File: src/sv/bigram_posting_indexer_assert.svh
// Assertion macros used by the bigram posting indexer back end.
`ifndef BIGRAM_POSTING_INDEXER_ASSERT_SVH
`define BIGRAM_POSTING_INDEXER_ASSERT_SVH
`ifndef SYNTHESIS
`define BPI_ASSERT_IMPL(name, ante, cons) \
    name: assert property (@(posedge clk) disable iff (!rst_n) (ante) |-> (cons)) \
        else $error("bpi: same-cycle check failed");
`define BPI_ASSERT_NEXT(name, ante, cons) \
    name: assert property (@(posedge clk) disable iff (!rst_n) (ante) |=> (cons)) \
        else $error("bpi: next-cycle check failed");
`else
`define BPI_ASSERT_IMPL(name, ante, cons)
`define BPI_ASSERT_NEXT(name, ante, cons)
`endif
`endif

File: src/sv/bpi_pkg.sv
// Shared constants, payload types and helpers of the bigram posting indexer.
package bpi_pkg;

    localparam int MAX_WORD_LEN     = 64;
    localparam int WORD_NUMBER_BITS = 24;
    localparam int COUNT_BITS       = 24;
    localparam int ALPHA            = 26;
    localparam int BIGRAMS          = ALPHA * ALPHA;
    localparam int BIGRAM_BITS      = 10;
    localparam int LEN_BITS         = 7;
    localparam int LIST_BITS        = $clog2(MAX_WORD_LEN);
    localparam int CLR_BITS         = $clog2(BIGRAMS);
    localparam int QUEUE_DEPTH      = 4;
    localparam int QPTR_BITS        = $clog2(QUEUE_DEPTH);

    localparam logic [7:0] LOW_A = 8'd97;
    localparam logic [7:0] LOW_Z = 8'd122;

    typedef struct packed {
        logic       kind;
        logic [7:0] ch;
    } item_t;

    typedef struct packed {
        logic [BIGRAM_BITS-1:0]      bigram;
        logic [WORD_NUMBER_BITS-1:0] word_number;
        logic [LEN_BITS-1:0]         word_length;
        logic [COUNT_BITS-1:0]       posting_count;
        logic                        truncated;
        logic                        last;
    } posting_t;

    typedef enum logic {
        CMD_PAIR = 1'b0,
        CMD_END  = 1'b1
    } cmd_op_t;

    typedef struct packed {
        cmd_op_t                     op;
        logic [BIGRAM_BITS-1:0]      bigram;
        logic [WORD_NUMBER_BITS-1:0] word_number;
        logic [LEN_BITS-1:0]         word_length;
        logic                        truncated;
    } cmd_t;

    typedef struct packed {
        logic clearing;
    } back_status_t;

    function automatic logic is_lower(input logic [7:0] c);
        return (c >= LOW_A) && (c <= LOW_Z);
    endfunction

endpackage

File: src/sv/bpi_queue.sv
// Short command queue between the front end and the back end.
module bpi_queue
    import bpi_pkg::*;
(
    input  logic clk,
    input  logic rst_n,
    input  logic push,
    input  cmd_t push_cmd,
    input  logic pop,
    output cmd_t head,
    output logic empty,
    output logic full
);

    cmd_t                 slots_reg [QUEUE_DEPTH];
    logic [QPTR_BITS-1:0] wptr_reg, wptr_next;
    logic [QPTR_BITS-1:0] rptr_reg, rptr_next;
    logic [QPTR_BITS:0]   fill_reg, fill_next;
    logic                 do_push;
    logic                 do_pop;

    assign empty   = fill_reg == '0;
    assign full    = fill_reg == (QPTR_BITS + 1)'(QUEUE_DEPTH);
    assign head    = slots_reg[rptr_reg];
    assign do_push = push && !full;
    assign do_pop  = pop && !empty;

    always_comb
    begin
        wptr_next = do_push ? wptr_reg + QPTR_BITS'(1) : wptr_reg;
        rptr_next = do_pop  ? rptr_reg + QPTR_BITS'(1) : rptr_reg;
        fill_next = fill_reg;
        if (do_push && !do_pop)
        begin
            fill_next = fill_reg + (QPTR_BITS + 1)'(1);
        end
        else if (do_pop && !do_push)
        begin
            fill_next = fill_reg - (QPTR_BITS + 1)'(1);
        end
    end

    always_ff @(posedge clk)
    begin
        if (do_push)
        begin
            slots_reg[wptr_reg] <= push_cmd;
        end
    end

    always_ff @(posedge clk or negedge rst_n)
    begin
        if (!rst_n)
        begin
            wptr_reg <= '0;
            rptr_reg <= '0;
            fill_reg <= '0;
        end
        else
        begin
            wptr_reg <= wptr_next;
            rptr_reg <= rptr_next;
            fill_reg <= fill_next;
        end
    end

endmodule

File: config.mk
export PLATFORM = sky130hd
export DESIGN_NAME = bpi_queue
export DESIGN_NICKNAME = d
export VERILOG_FILES = /design/src/sv/bigram_posting_indexer_assert.svh /design/src/sv/bpi_pkg.sv /design/src/sv/bpi_queue.sv
export SDC_FILE = /design/constraint.sdc
export NUM_CORES = 1
export LEC_CHECK = 0
export BUFFER_PORTS_ARGS = -buffer_cell sky130_fd_sc_hd__buf_2
export CAP_MARGIN = 0
export CORE_MARGIN = 2
export CORE_UTILIZATION = 30
export DETAILED_ROUTE_END_ITERATION = 16
export PLACE_DENSITY = 0.48
export SETUP_SLACK_MARGIN = 0.1
export SYNTH_ARGS = -nofsm -noshare
export SYNTH_HDL_FRONTEND = slang
export SYNTH_SLANG_ARGS = --single-unit
export TNS_END_PERCENT = 5
File: constraint.sdc
create_clock -name clk -period 2.3 [get_ports clk]
set_input_delay 0 -clock clk [delete_from_list [all_inputs] [get_ports clk]]
set_output_delay 0 -clock clk [all_outputs]
set_load 0.05 [all_outputs]
; ---- Word-level counts from Yosys, hierarchy flattened
; Memory sizes are Yosys's and may differ from the RTL's.
; Index checks and enable logic that the tools add are counted.
[op_classes]
n_reduce_logical = 10
n_addsub = 4
muxes = 4
eq_ne = 1
[ops]
columns = cell, count
row1 = two-way mux 3 bit, 2
row2 = "adder 2 x 1 -> 2 bit, second input constant", 2
row3 = logical AND 1 bit, 4
row4 = zero test 1 bit, 4
row5 = "adder 3 x 1 -> 3 bit, second input constant", 1
row6 = "equality test 3 bit, second input constant", 1
row7 = zero test 3 bit, 1
row8 = "subtractor 3 x 1 -> 3 bit, second input constant", 1
row9 = two-way mux 1 bit, 2
row10 = nonzero test 2 bit, 1
[word_totals]
input_bits = 47
regBits = 7
n_memories = 1
output_inout_bits = 45
mem_bits_rw = 172
wordCells = 23
[mem_list]
columns = memory, depth, width, rd, rd_clocked_by_memory_dff, write_ports, line
row1 = slots_reg, 4, 43, 1, 0, 1, bpi_queue.sv:15  ; cmd_t slots_reg [QUEUE_DEPTH];

; ---- Depth between registers and ports, before layout
[logic_depth]
ltp_word = 7
depth_mapped = 9

; ---- Worst setup path before layout
; Ideal clock, no wire load.
[synth_path]
path_kind = flip-flop to flip-flop
from = reg fill_reg[0]
to = mem slots_reg[0][0] (netlist name), enable pin
path_slack_ps = -188
required_time_ps = 1846
t_arrival_ps = 2033
setup_ps = 454
period_less_slack_ps = 2488
stages_incl_launch_ff = 5
cell_sequence = dfrtp_1 > nor3b_2 > nor2b_1 > buf_6 > and2_1
[synth_via]
elab_chain_len = 5
[synth_lines]
columns = element, line
row1 = from (decl), bpi_queue.sv:18  ; logic [QPTR_BITS:0] fill_reg, fill_next;
row2 = from (signal assigned), bpi_queue.sv:63  ; fill_reg <= fill_next;
row3 = equality test 3 bit, bpi_queue.sv:23  ; assign full = fill_reg == (QPTR_BITS + 1)'(QUEUE_DEPTH);
row4 = via full, bpi_queue.sv:12  ; output logic full
row5 = zero test 1 bit, bpi_queue.sv:25  ; assign do_push = push && !full;
row6 = logical AND 1 bit, bpi_queue.sv:25
row7 = via do_push, bpi_queue.sv:19  ; logic do_push;
row8 = two-way mux 1 bit, bpi_queue.sv:45  ; if (do_push)
row9 = two-way mux 1 bit (not written as such), bpi_queue.sv:47  ; slots_reg[wptr_reg] <= push_cmd;
row10 = to (decl), bpi_queue.sv:15
; The timed path passes the listed nets, and every way through them passes these cells.

; ---- Worst setup path in the final report
[layout_path]
from = reg fill_reg[1]
to = reg fill_reg[2]
[layout_via]
elab_chain_len = 6
[layout_lines]
columns = element
row1 = "parallel branches: the longest is 6 deep, another holds subtractor 3 x 1 -> 3 bit"
; Several ways; the timed one is not identified. The select of a mux whose other input is x is not followed.
; A chain may end at the register's enable or synchronous reset.

==> metrics.md <==
| Metric | Value |
|---|---|
| Max-slew violation count | `0` |
| Vias in the first global route | `3,511` |
| Detailed-router iteration count before antenna repair | `4` |
| Total gr overflow | `0` |
| Clk slew on worst S/H paths | `0.07 ns` |
| Setup TNS | `0 ns` |
| Chip width | `153.4 um` |
| Minimum clock period | `2.066 ns` |
| Int Pwr | `7.432 mW` |
| Slowest CP cell | `dfrtp_2` |
| Gr usage total | `0.1104` |
| Post-Route Utilization | `0.3928` |
| Worst-Skew Late Latency | `0.42 ns` |
| Setup CP Type | `reg -> reg` |
| Hold Path Class | `in -> reg` |
| Max-slew headroom | `0.7495` |
| Unrepaired setup endpoints after global routing | `no` |
| CTS buffer count | `17` |
| Min Hold Slack | `between 0.1 and 0.15 ns` |
| Worst-case clock buffer depth | `2` |
| Num rows | `54` |
| Setup violators final | `0` |
| Largest net degree at the start of global routing | `45` |
| Global-route wire length before repair | `19.13 mm` |
| Switching Share | `0.3864` |
| Startpoint Class | `register` |
| DRC Markers | `0` |
| CTS H-tree lvls | `4` |
| Clock sink total | `179` |
| Syn Std Cell Area | `6694 um^2` |
| Max incr delay on CP | `0.41 ns` |
| Fraction of layout cells with a size suffix above 1 | `0.4358` |
| Warning count from the yosys run | `0` |
| Nets | `476` |
| Element type at the critical path end | `register` |
| Boundary Pins | `92` |
| Fin Clk Skew | `0.009506 ns` |
| Via Count | `3,147` |
| Met1 wire length | `4.952 mm` |
| Metal2 WL | `between 6 and 7 mm` |
| Hold Fails Final Rpt | `0` |
| FILL cells | `between 2,000 and 2,500` |
| CORE AREA | `21,890 um^2` |
| FMAX | `between 400 and 500 MHz` |
| Layout area overhead | `28.47%` |
| Antenna cells | `0` |
| Die height | `153.4 um` |
| Routed wire length | `12.45 mm` |
| Port Buffers | `91` |
| Register bit total from synthesis | `around 180` |
| Remaining antenna violation count | `0` |
| Max reg flops | `172` |
| Maxcap violations | `0` |
| Die Footprint | `between 20,000 and 25,000 um^2` |
| DR WL/cell | `17.39 um` |
| PwrDens | `between 1000 and 1500 nW/um^2` |
| Final GP Congestion | `between 0.7 and 0.8` |
| Mean post-synth cell area | `25.65 um^2` |
| Top cell by count, worst path | `xor2_1` |
| Sequential share of power | `0.371` |
| NetSw | `4.681 mW` |
| Combinational power share | `0.399` |
| Outcome | `finished, final reports clean` |
| Met3 routed WL | `510 um` |
| Mapped Nets | `314` |
| Max layer used | `met4` |
| Cells along the critical path | `or3_4, nand2_2, ha_2, inv_1, fa_1, xor2_1, nor2_1, xor2_1` |
| Crit-path max FO | `3` |
| Place WS | `0.1736 ns` |
| Worst EP arrival | `2.41 ns` |
| Worst Max-Slew Pin Slew | `about 0.38 ns` |
| Vias per std cell | `4.395` |
| VDD IR max | `0.0006960 V` |
| Fin crit share | `0.8984` |
| Clock share of power | `0.230` |
| Final WS setup | `0.2338 ns` |
| CTS tree | `yes` |
| Root Buffer | `clkbuf_16` |
| Synth cell types | `21` |
| Starting DRT DRC Count | `154` |
| WP data required | `2.64 ns` |
| Detail Placement HPWL | `approximately 7.0 mm` |
| Initial antenna violation count | `0` |
| Post-synthesis instance total | `261` |
| Post-synthesis sequential area ratio | `0.7978` |
| Leak | `roughly 3 nW` |
| Initial core utilization | `0.3058` |
[routing by layer]
layer  track usage  up-vias
li1              -     1431
met1        0.1165     1632
met2        0.2068       71
met3       0.03204       13
met4       0.04194        0
met5             0        -
[final cells by class]
class	count	area (um^2)	area share
repair buffers	154	1081	0.1257
inverters	4	15.01	0.001746
multi-input cells	67	1232	0.1433
clock buffers	18	429.2	0.04991
well taps	280	350.3	0.04074
clock inverters	14	145.1	0.01688
flip-flops and latches	179	5346	0.6217
[cells in the mapped netlist, drive strengths merged]
cell type / count / area, um^2
ha: 5 / 62.56
nor2b: 1 / 6.260
dfrtp: 7 / 175.2
nor3b: 1 / 12.51
or3: 1 / 6.260
nand3: 1 / 5.000
and2: 4 / 25.02
inv: 4 / 15.01
buf: 11 / 127.6
nand2: 1 / 3.750
mux4: 43 / 987.2
xnor2: 4 / 35.03
mux2: 2 / 26.27
nor2: 1 / 3.750
xor2: 2 / 17.52
fa: 1 / 20.02
edfxtp: 172 / 5165
[path summary, 6_finish.rpt]
path,from,endpoint,slack [ns],cells past startpoint
worst max-delay path,fill_reg[1],fill_reg[2],0.23,8
worst min-delay path,push,wptr_reg[0],0.14,4
worst max register to register,fill_reg[1],fill_reg[2],0.23,8
worst min register to register,fill_reg[2],fill_reg[2],0.52,1
max in group asynchronous,rst_n,rptr_reg[0],1.49,3
min in group asynchronous,rst_n,rptr_reg[0],0.53,3
[cell usage in the layout, fill, tap and decap left out]
cell type	count
and2_2	4
buf_12	3
buf_2	91
buf_4	14
bufinv_16	1
clkbuf_1	1
clkbuf_16	17
clkinv_2	2
clkinv_4	3
clkinvlp_4	1
dfrtp_1	4
dfrtp_2	2
dfrtp_4	1
dlygate4sd3_1	46
edfxtp_1	172
fa_1	1
ha_1	4
ha_2	1
inv_1	4
inv_6	3
inv_8	4
mux2_2	1
mux2_4	1
mux4_1	5
mux4_2	38
nand2_2	1
nand3_1	1
nor2_1	1
nor2b_1	1
nor3b_4	1
or3_4	1
xnor2_1	4
xor2_1	2
[worst max-delay path, delay by kind of cell, from the launching register on]
family / cells / cell delay, ns
xor+xnor: 2 / 0.33
buf+inv: 1 / 0.05
fa+ha+maj: 2 / 0.55
simple gates: 3 / 0.65
flops: 1 / 0.41
[timing repair]
item	CTS	global route
gates cloned	0	0
buffers inserted	2	2
pin swaps	0	2
setup endpoints to repair	14	1
hold buffers	46	0
endpoints found under the hold margin	181	0
gates resized for setup	0	4
[per-stage QoR]
stage | total power, mW | cell area, um^2 | std cells
after detailed placement | 9.375 | 7511 | 634
after global routing | 12.70 | 8600 | 716
final | 12.11 | 8600 | 716
after global placement | 9.340 | 7511 | 634
after floorplan | 8.301 | 6703 | 261
after CTS | 12.32 | 8573 | 714
[kinds of logic (layout without fill, tap and decap cells)]
logic type,count (synthesis),count (layout),synth area share
fa+ha+maj,6,6,0.01234
simple gates,10,10,0.009344
mux,45,45,0.1514
buf+inv,15,190,0.02131
xor+xnor,6,6,0.007850
flops,179,179,0.7978
[power groups by stage]
| stage | Sequential (mW) | Combinational, mW | Clock [mW] |
|---|---|---|---|
| final | 4.50 | 4.83 | 2.78 |
| after global routing | 4.56 | 5.14 | 3.00 |
| after CTS | 4.52 | 4.92 | 2.88 |
| after detailed placement | 4.65 | 4.73 | 0 |
| after global placement | 4.61 | 4.73 | 0 |
| after floorplan | 4.52 | 3.78 | 0 |
No activity file was read; power rests on OpenSTA's default activity.
