File: src/sv/bigram_posting_indexer_assert.svh
// Assertion macros used by the bigram posting indexer back end.
`ifndef BIGRAM_POSTING_INDEXER_ASSERT_SVH
`define BIGRAM_POSTING_INDEXER_ASSERT_SVH
`ifndef SYNTHESIS
`define BPI_ASSERT_IMPL(name, ante, cons) \
    name: assert property (@(posedge clk) disable iff (!rst_n) (ante) |-> (cons)) \
        else $error("bpi: same-cycle check failed");
`define BPI_ASSERT_NEXT(name, ante, cons) \
    name: assert property (@(posedge clk) disable iff (!rst_n) (ante) |=> (cons)) \
        else $error("bpi: next-cycle check failed");
`else
`define BPI_ASSERT_IMPL(name, ante, cons)
`define BPI_ASSERT_NEXT(name, ante, cons)
`endif
`endif

File: src/sv/bpi_pkg.sv
// Shared constants, payload types and helpers of the bigram posting indexer.
package bpi_pkg;

    localparam int MAX_WORD_LEN     = 64;
    localparam int WORD_NUMBER_BITS = 24;
    localparam int COUNT_BITS       = 24;
    localparam int ALPHA            = 26;
    localparam int BIGRAMS          = ALPHA * ALPHA;
    localparam int BIGRAM_BITS      = 10;
    localparam int LEN_BITS         = 7;
    localparam int LIST_BITS        = $clog2(MAX_WORD_LEN);
    localparam int CLR_BITS         = $clog2(BIGRAMS);
    localparam int QUEUE_DEPTH      = 4;
    localparam int QPTR_BITS        = $clog2(QUEUE_DEPTH);

    localparam logic [7:0] LOW_A = 8'd97;
    localparam logic [7:0] LOW_Z = 8'd122;

    typedef struct packed {
        logic       kind;
        logic [7:0] ch;
    } item_t;

    typedef struct packed {
        logic [BIGRAM_BITS-1:0]      bigram;
        logic [WORD_NUMBER_BITS-1:0] word_number;
        logic [LEN_BITS-1:0]         word_length;
        logic [COUNT_BITS-1:0]       posting_count;
        logic                        truncated;
        logic                        last;
    } posting_t;

    typedef enum logic {
        CMD_PAIR = 1'b0,
        CMD_END  = 1'b1
    } cmd_op_t;

    typedef struct packed {
        cmd_op_t                     op;
        logic [BIGRAM_BITS-1:0]      bigram;
        logic [WORD_NUMBER_BITS-1:0] word_number;
        logic [LEN_BITS-1:0]         word_length;
        logic                        truncated;
    } cmd_t;

    typedef struct packed {
        logic clearing;
    } back_status_t;

    function automatic logic is_lower(input logic [7:0] c);
        return (c >= LOW_A) && (c <= LOW_Z);
    endfunction

endpackage

File: src/sv/bpi_front.sv
// Front end: take characters, track the word, classify into pair and end commands.
module bpi_front
    import bpi_pkg::*;
(
    input  logic         clk,
    input  logic         rst_n,
    input  logic         item_valid,
    output logic         item_stall,
    input  item_t        item,
    input  back_status_t status,
    input  logic         q_full,
    output logic         q_push,
    output cmd_t         q_cmd
);

    logic [7:0]                  prev_char_reg,    prev_char_next;
    logic [LEN_BITS-1:0]         char_count_reg,   char_count_next;
    logic                        overflow_reg,     overflow_next;
    logic [WORD_NUMBER_BITS-1:0] word_counter_reg, word_counter_next;

    logic                   accept;
    logic                   full;
    logic                   pair_ok;
    logic [4:0]             p5;
    logic [4:0]             c5;
    logic [BIGRAM_BITS-1:0] pf;
    logic [BIGRAM_BITS-1:0] idx;

    assign item_stall = status.clearing || q_full;
    assign accept     = item_valid && !item_stall;
    assign full       = char_count_reg >= LEN_BITS'(MAX_WORD_LEN);
    assign pair_ok    = (char_count_reg != '0) && is_lower(prev_char_reg) && is_lower(item.ch);

    // first * 26 + second, with 26 = 16 + 8 + 2
    assign p5    = 5'(prev_char_reg - LOW_A);
    assign c5    = 5'(item.ch - LOW_A);
    assign pf    = BIGRAM_BITS'(p5);
    assign idx   = (pf << 4) + (pf << 3) + (pf << 1) + BIGRAM_BITS'(c5);

    always_comb
    begin
        q_push             = 1'b0;
        q_cmd.op           = item.kind ? CMD_END : CMD_PAIR;
        q_cmd.bigram       = idx;
        q_cmd.word_number  = word_counter_reg;
        q_cmd.word_length  = char_count_reg;
        q_cmd.truncated    = overflow_reg;
        prev_char_next     = prev_char_reg;
        char_count_next    = char_count_reg;
        overflow_next      = overflow_reg;
        word_counter_next  = word_counter_reg;
        if (accept)
        begin
            if (!item.kind)
            begin
                if (full)
                begin
                    overflow_next = 1'b1;
                end
                else
                begin
                    q_push          = pair_ok;
                    prev_char_next  = item.ch;
                    char_count_next = char_count_reg + LEN_BITS'(1);
                end
            end
            else
            begin
                q_push = char_count_reg >= LEN_BITS'(2);
                if (char_count_reg != '0)
                begin
                    word_counter_next = word_counter_reg + WORD_NUMBER_BITS'(1);
                end
                prev_char_next  = '0;
                char_count_next = '0;
                overflow_next   = 1'b0;
            end
        end
    end

    always_ff @(posedge clk or negedge rst_n)
    begin
        if (!rst_n)
        begin
            prev_char_reg    <= '0;
            char_count_reg   <= '0;
            overflow_reg     <= 1'b0;
            word_counter_reg <= '0;
        end
        else
        begin
            prev_char_reg    <= prev_char_next;
            char_count_reg   <= char_count_next;
            overflow_reg     <= overflow_next;
            word_counter_reg <= word_counter_next;
        end
    end

endmodule

File: config.mk
export PLATFORM = sky130hd
export DESIGN_NAME = bpi_front
export DESIGN_NICKNAME = d
export VERILOG_FILES = /design/src/sv/bigram_posting_indexer_assert.svh /design/src/sv/bpi_pkg.sv /design/src/sv/bpi_front.sv
export SDC_FILE = /design/constraint.sdc
export NUM_CORES = 1
export LEC_CHECK = 0
export BUFFER_PORTS_ARGS = -buffer_cell sky130_fd_sc_hd__buf_2
export CAP_MARGIN = 20
export CORE_MARGIN = 2
export CORE_UTILIZATION = 47
export CTS_BUF_LIST = sky130_fd_sc_hd__clkbuf_16
export CTS_CLUSTER_DIAMETER = 80
export DETAILED_ROUTE_END_ITERATION = 7
export GPL_TIMING_DRIVEN = 0
export PLACE_DENSITY_LB_ADDON = 0.08
export SYNTH_ARGS = -nofsm -noshare
export SYNTH_HDL_FRONTEND = slang
export SYNTH_SLANG_ARGS = --single-unit
export TNS_END_PERCENT = 10
File: constraint.sdc
create_clock -name clk -period 9.86 [get_ports clk]
set_input_delay 1.972 -clock clk [delete_from_list [all_inputs] [get_ports clk]]
set_output_delay 1.972 -clock clk [all_outputs]
set_load 0.01 [all_outputs]
# Word-level counts from Yosys, hierarchy flattened

Cells that the tools add are included.

Output and inout bits: 45
Bits in registers: 40

Reductions and logical operators: 12
$add $sub $neg: 7
Mux-type cells: 10
Magnitude comparators: 6
Eq/ne operators: 1

Operator list:

| cell                                                 | number |
|---|---|
| adder 24 x 1 -> 24 bit (second input constant)       | 1 |
| >= comparator 8 x 7 -> 1 bit (second input constant) | 2 |
| <= comparator 8 x 7 -> 1 bit (second input constant) | 2 |
| 2-to-1 mux 8 bit                                     | 2 |
| 2-to-1 mux 7 bit                                     | 2 |
| adder 10 x 5 -> 10 bit                               | 1 |
| adder 10 x 6 -> 10 bit                               | 1 |
| adder 9 x 8 -> 10 bit                                | 1 |
| subtractor 5 x 1 -> 5 bit (second input constant)    | 2 |
| adder 7 x 1 -> 7 bit (second input constant)         | 1 |
| >= comparator 7 x 2 -> 1 bit (second input constant) | 1 |
| >= comparator 7 bit (second input constant)          | 1 |
| nonzero test 7 bit                                   | 1 |
| 2-to-1 mux 1 bit                                     | 6 |
| logical AND 1 bit                                    | 5 |
| AND reduction 2 bit                                  | 2 |
| AND reduction 3 bit                                  | 1 |
| inequality test 2 bit (second input constant)        | 1 |
| nonzero test 2 bit                                   | 1 |
| logical NOT 1 bit                                    | 1 |
| logical OR 1 bit                                     | 1 |

# Depth between registers and ports, before layout

Depth in word-level cells: 7
Depth in mapped cells: 14
Depth with buffers taken out: 14

# Worst setup path before layout

Ideal clock, no wire load.

Path type: input -> output
Start: input port item[0] (netlist name)
End: output port q_cmd[41] (netlist name)
Path buffers: 0
Arrival time: 4.465 ns
Setup slack: 3.423 ns
Cell stages on the path: 12
Required time: 7.888 ns
Path through: nor3_1 -> xnor2_1 -> fa_1 -> inv_1 -> ha_1 -> ha_1 -> fa_1 -> a21o_1 -> a21oi_1 -> o21bai_1 -> a21oi_1 -> xnor2_1

RTL lines:

| element            | line            | source |
|---|---|---|
| start: declaration | bpi_front.sv:9  | `input item_t item,` |
| end: declaration   | bpi_front.sv:13 | `output cmd_t q_cmd` |

==> impl_metrics.ini <==
[setup_path]
critPathCaptureType = primary output
timing.setup.critical_path_class = input pin to primary output
crit_arrival_ns = 4.87
worst_ep_required_time_ns = 7.89
worst-path-max-fanout = 4
startpoint_type = input pin
r2r_cells = 5

[placed_design]
placement.cell_area_mm2 = 0.00292
hpwlAfterDp_mm = 3.68
buffer_ports.inserted = 58
gp_congestion = 0.814

[synth]
netlist_top_cells_count = sky130_fd_sc_hd__dfrtp_1, sky130_fd_sc_hd__ha_1, sky130_fd_sc_hd__xnor2_1
sequential_element_share_of_the_synthesized_area_pct = 39.4
synth.yosys.warnings = 0
postSynth.asyncResetShare_pct = 100
yosys.area.top_type_share_pct = 39.4
synthFlopType = sky130_fd_sc_hd__dfrtp_1
synth.ff_latch_count = 40
synthTopCellsByArea = sky130_fd_sc_hd__dfrtp_1, sky130_fd_sc_hd__ha_1, sky130_fd_sc_hd__xnor2_1
synth.avg_cell_area_um2 = 9.96
post-synth-top-area-cell = sky130_fd_sc_hd__dfrtp_1
syn_inst = 255
synth_edf_count = 0
post_synthesis_instance_area_mm2 = 0.00254
synth_most_common_cell = sky130_fd_sc_hd__dfrtp_1
synth_cell_types = 42
synth.net_count = 298

[die]
dieHeight_um = 77.5
die_area_mm2 = 0.00601
std_cell_rows = 26
num_io_pins = 59
initial_utilization_pct = 49.1
fp.coreArea_mm2 = 0.00517
fp.dieW_um = 77.5

[global_routing]
grt_usage_pct = 18.0
largest_net_degree_at_the_start_of_global_routing = 41
number_of_global_route_vias_before_repair = 1969
grt.overflow.total = 0
grt_first_pass_wirelength_mm = 8.89
antenna_found_initial = 0

[power_and_ir_drop]
cell_internal_pwr_uw = 552
peakVddDrop_mv = 0.272
power.share.combinational_pct = 52.7
power_frac_seq_pct = 24.4
switching_share_pct = 37.9
static-leakage-power_nw = 1.61
power-per-cell-area_mw_per_mm2 = 287
switching_power_uw = 337
power.clock.fraction_pct = 22.9

[detailed_routing]
post-route-drc-count = 0
routedWlPerCell_um = 12.5
detail_route.vias_per_cell = 5.09
firstDrtPassIters = 4
vias = 1984
routed_wl_mm = 4.87
detailedRoute.firstIterationViolations = 64
antenna_left = 0

[timing]
setup_violations = 0
worst_clock_skew_ns = 0.00440
post-route-period-util_pct = 69.4
fmax_mhz = 146
finalCriticalPeriod_ns = 6.85
report.final.hold_viol_count = 0
aggregate_negative_setup_slack_ns = 0
slew_violations = 0
maxSlewHeadroom_pct = 41.3
timing_worst_slew_pin_value_ns = 0.880
setup_repair_after_global_routing_missed_its_margin = false

[layout]
area_growth_syn_to_layout_pct = 22.2
num_antenna_cells = 0
post-route-util_pct = 60.0
share_of_final_layout_standard_cells_stronger_than_drive_strength_1_pct = 23.1
final_nets = 363
max_reg_flops = 24
finish.instance_area_mm2 = 0.00310

[clock_network]
cts_root_buf = sky130_fd_sc_hd__clkbuf_16
cts.hold.buffers_added = 0
postCtsSetupRepairBufs = 0
clk_latency_ns = 0.28
path_clk_slew_ns = 0.06
cts_max_path_buffers = 2
cts.sinks = 40
cts_resized = 0
tritoncts = done
number_of_cts_inserted_buffers = 5
htreeDepth = 2

[min_path]
worstHoldPathType = register to register
holdPathStages = 1

[job]
drv_cap = 0

[run_status]
status = finished, final reports clean
==> final cells by class <==
| type | instances | area [um2] |
|---|---|---|
| repair buffers | 58 | 290 |
| inverters | 21 | 78.8 |
| clock buffers | 5 | 125 |
| clock inverters | 2 | 60.1 |
| fillers | 472 | 2070 |
| flip-flops and latches | 40 | 1000 |
| well taps | 70 | 87.6 |
| multi-input cells | 188 | 1420 |
| plain buffers | 6 | 37.5 |
==> cells by family (layout without fill, tap and decap cells) <==
group	count (synthesis)	after routing	share of synthesized area, %
flip-flops	40	40	39.4
AND/OR/NAND/NOR	81	81	16.5
buffers and inverters	27	92	4.58
multiplexers	2	2	0.837
XOR/XNOR	36	36	12.4
AO/OA/AOI/OAI	40	40	10.8
adder cells (fa/ha/maj)	29	29	15.5
==> placed cells by master, fill, tap and decap left out, types with 3 or more instances in the layout <==
master,instances
sky130_fd_sc_hd__and4_1,3
sky130_fd_sc_hd__a21o_1,3
sky130_fd_sc_hd__nand3_1,11
sky130_fd_sc_hd__buf_2,58
sky130_fd_sc_hd__nor3_1,7
sky130_fd_sc_hd__ha_1,25
sky130_fd_sc_hd__a21oi_1,11
sky130_fd_sc_hd__clkbuf_16,5
sky130_fd_sc_hd__nor2_1,13
sky130_fd_sc_hd__nand4_1,4
sky130_fd_sc_hd__and3_1,7
sky130_fd_sc_hd__dfrtp_1,40
sky130_fd_sc_hd__o21ai_0,7
sky130_fd_sc_hd__nand2_1,24
sky130_fd_sc_hd__xor2_1,11
sky130_fd_sc_hd__inv_1,21
sky130_fd_sc_hd__clkbuf_1,3
sky130_fd_sc_hd__fa_1,4
sky130_fd_sc_hd__o21bai_1,3
sky130_fd_sc_hd__xnor2_1,25
sky130_fd_sc_hd__a22o_1,6
==> per-stage QoR <==
step           hold slack (ns)  setup slack, ns  power, mW  std cells
2_1_floorplan            0.464             3.42      0.553        255
3_3_place_gp             0.456             3.07      0.679        383
3_5_place_dp             0.469             3.01      0.694        383
4_1_cts                  0.480             3.01      0.902        390
5_1_grt                  0.506             2.74      0.970        390
6_report                 0.475             3.01      0.889        390
==> metal layers <==
metal	vias to the layer above	GRT usage, %	wire (um)
met4	0	6.07	56
met2	36	29.8	2260
met5	-	0	0
li1	1007	-	-
met1	934	23.8	2400
met3	7	3.14	158
==> final timing paths <==
path                       slack [ns]                          endpoint                        startpoint
max in group asynchronous        7.49   word_counter_reg[7]$_DFFE_PN0P_                             rst_n
hold / removal                   0.48  word_counter_reg[23]$_DFFE_PN0P_  word_counter_reg[23]$_DFFE_PN0P_
setup reg to reg                 7.80   word_counter_reg[9]$_DFFE_PN0P_     char_count_reg[3]$_DFFE_PN0P_
min in group asynchronous        1.82      prev_char_reg[6]$_DFFE_PN0P_                             rst_n
setup / recovery                 3.01                         q_cmd[41]                           item[0]
hold reg to reg                  0.48  word_counter_reg[23]$_DFFE_PN0P_  word_counter_reg[23]$_DFFE_PN0P_
==> power by group through the flow <==
stage,Clock [mW],Sequential (mW),Combinational (mW)
after detailed placement,0,0.219,0.475
after CTS,0.208,0.217,0.477
after global placement,0,0.219,0.461
after global routing,0.216,0.221,0.533
final,0.203,0.217,0.469
after floorplan,0,0.219,0.334
==> critical path, cell delays in order <==
cell	delay, ns
sky130_fd_sc_hd__buf_2	0.12
sky130_fd_sc_hd__nor3_1	0.22
sky130_fd_sc_hd__xnor2_1	0.12
sky130_fd_sc_hd__fa_1	0.50
sky130_fd_sc_hd__inv_1	0.04
sky130_fd_sc_hd__ha_1	0.28
sky130_fd_sc_hd__ha_1	0.23
sky130_fd_sc_hd__fa_1	0.41
sky130_fd_sc_hd__a21o_1	0.20
sky130_fd_sc_hd__a21oi_1	0.22
sky130_fd_sc_hd__o21bai_1	0.09
sky130_fd_sc_hd__a21oi_1	0.19
sky130_fd_sc_hd__xnor2_1	0.13
sky130_fd_sc_hd__buf_2	0.14
(Power assumes the default switching activity.)
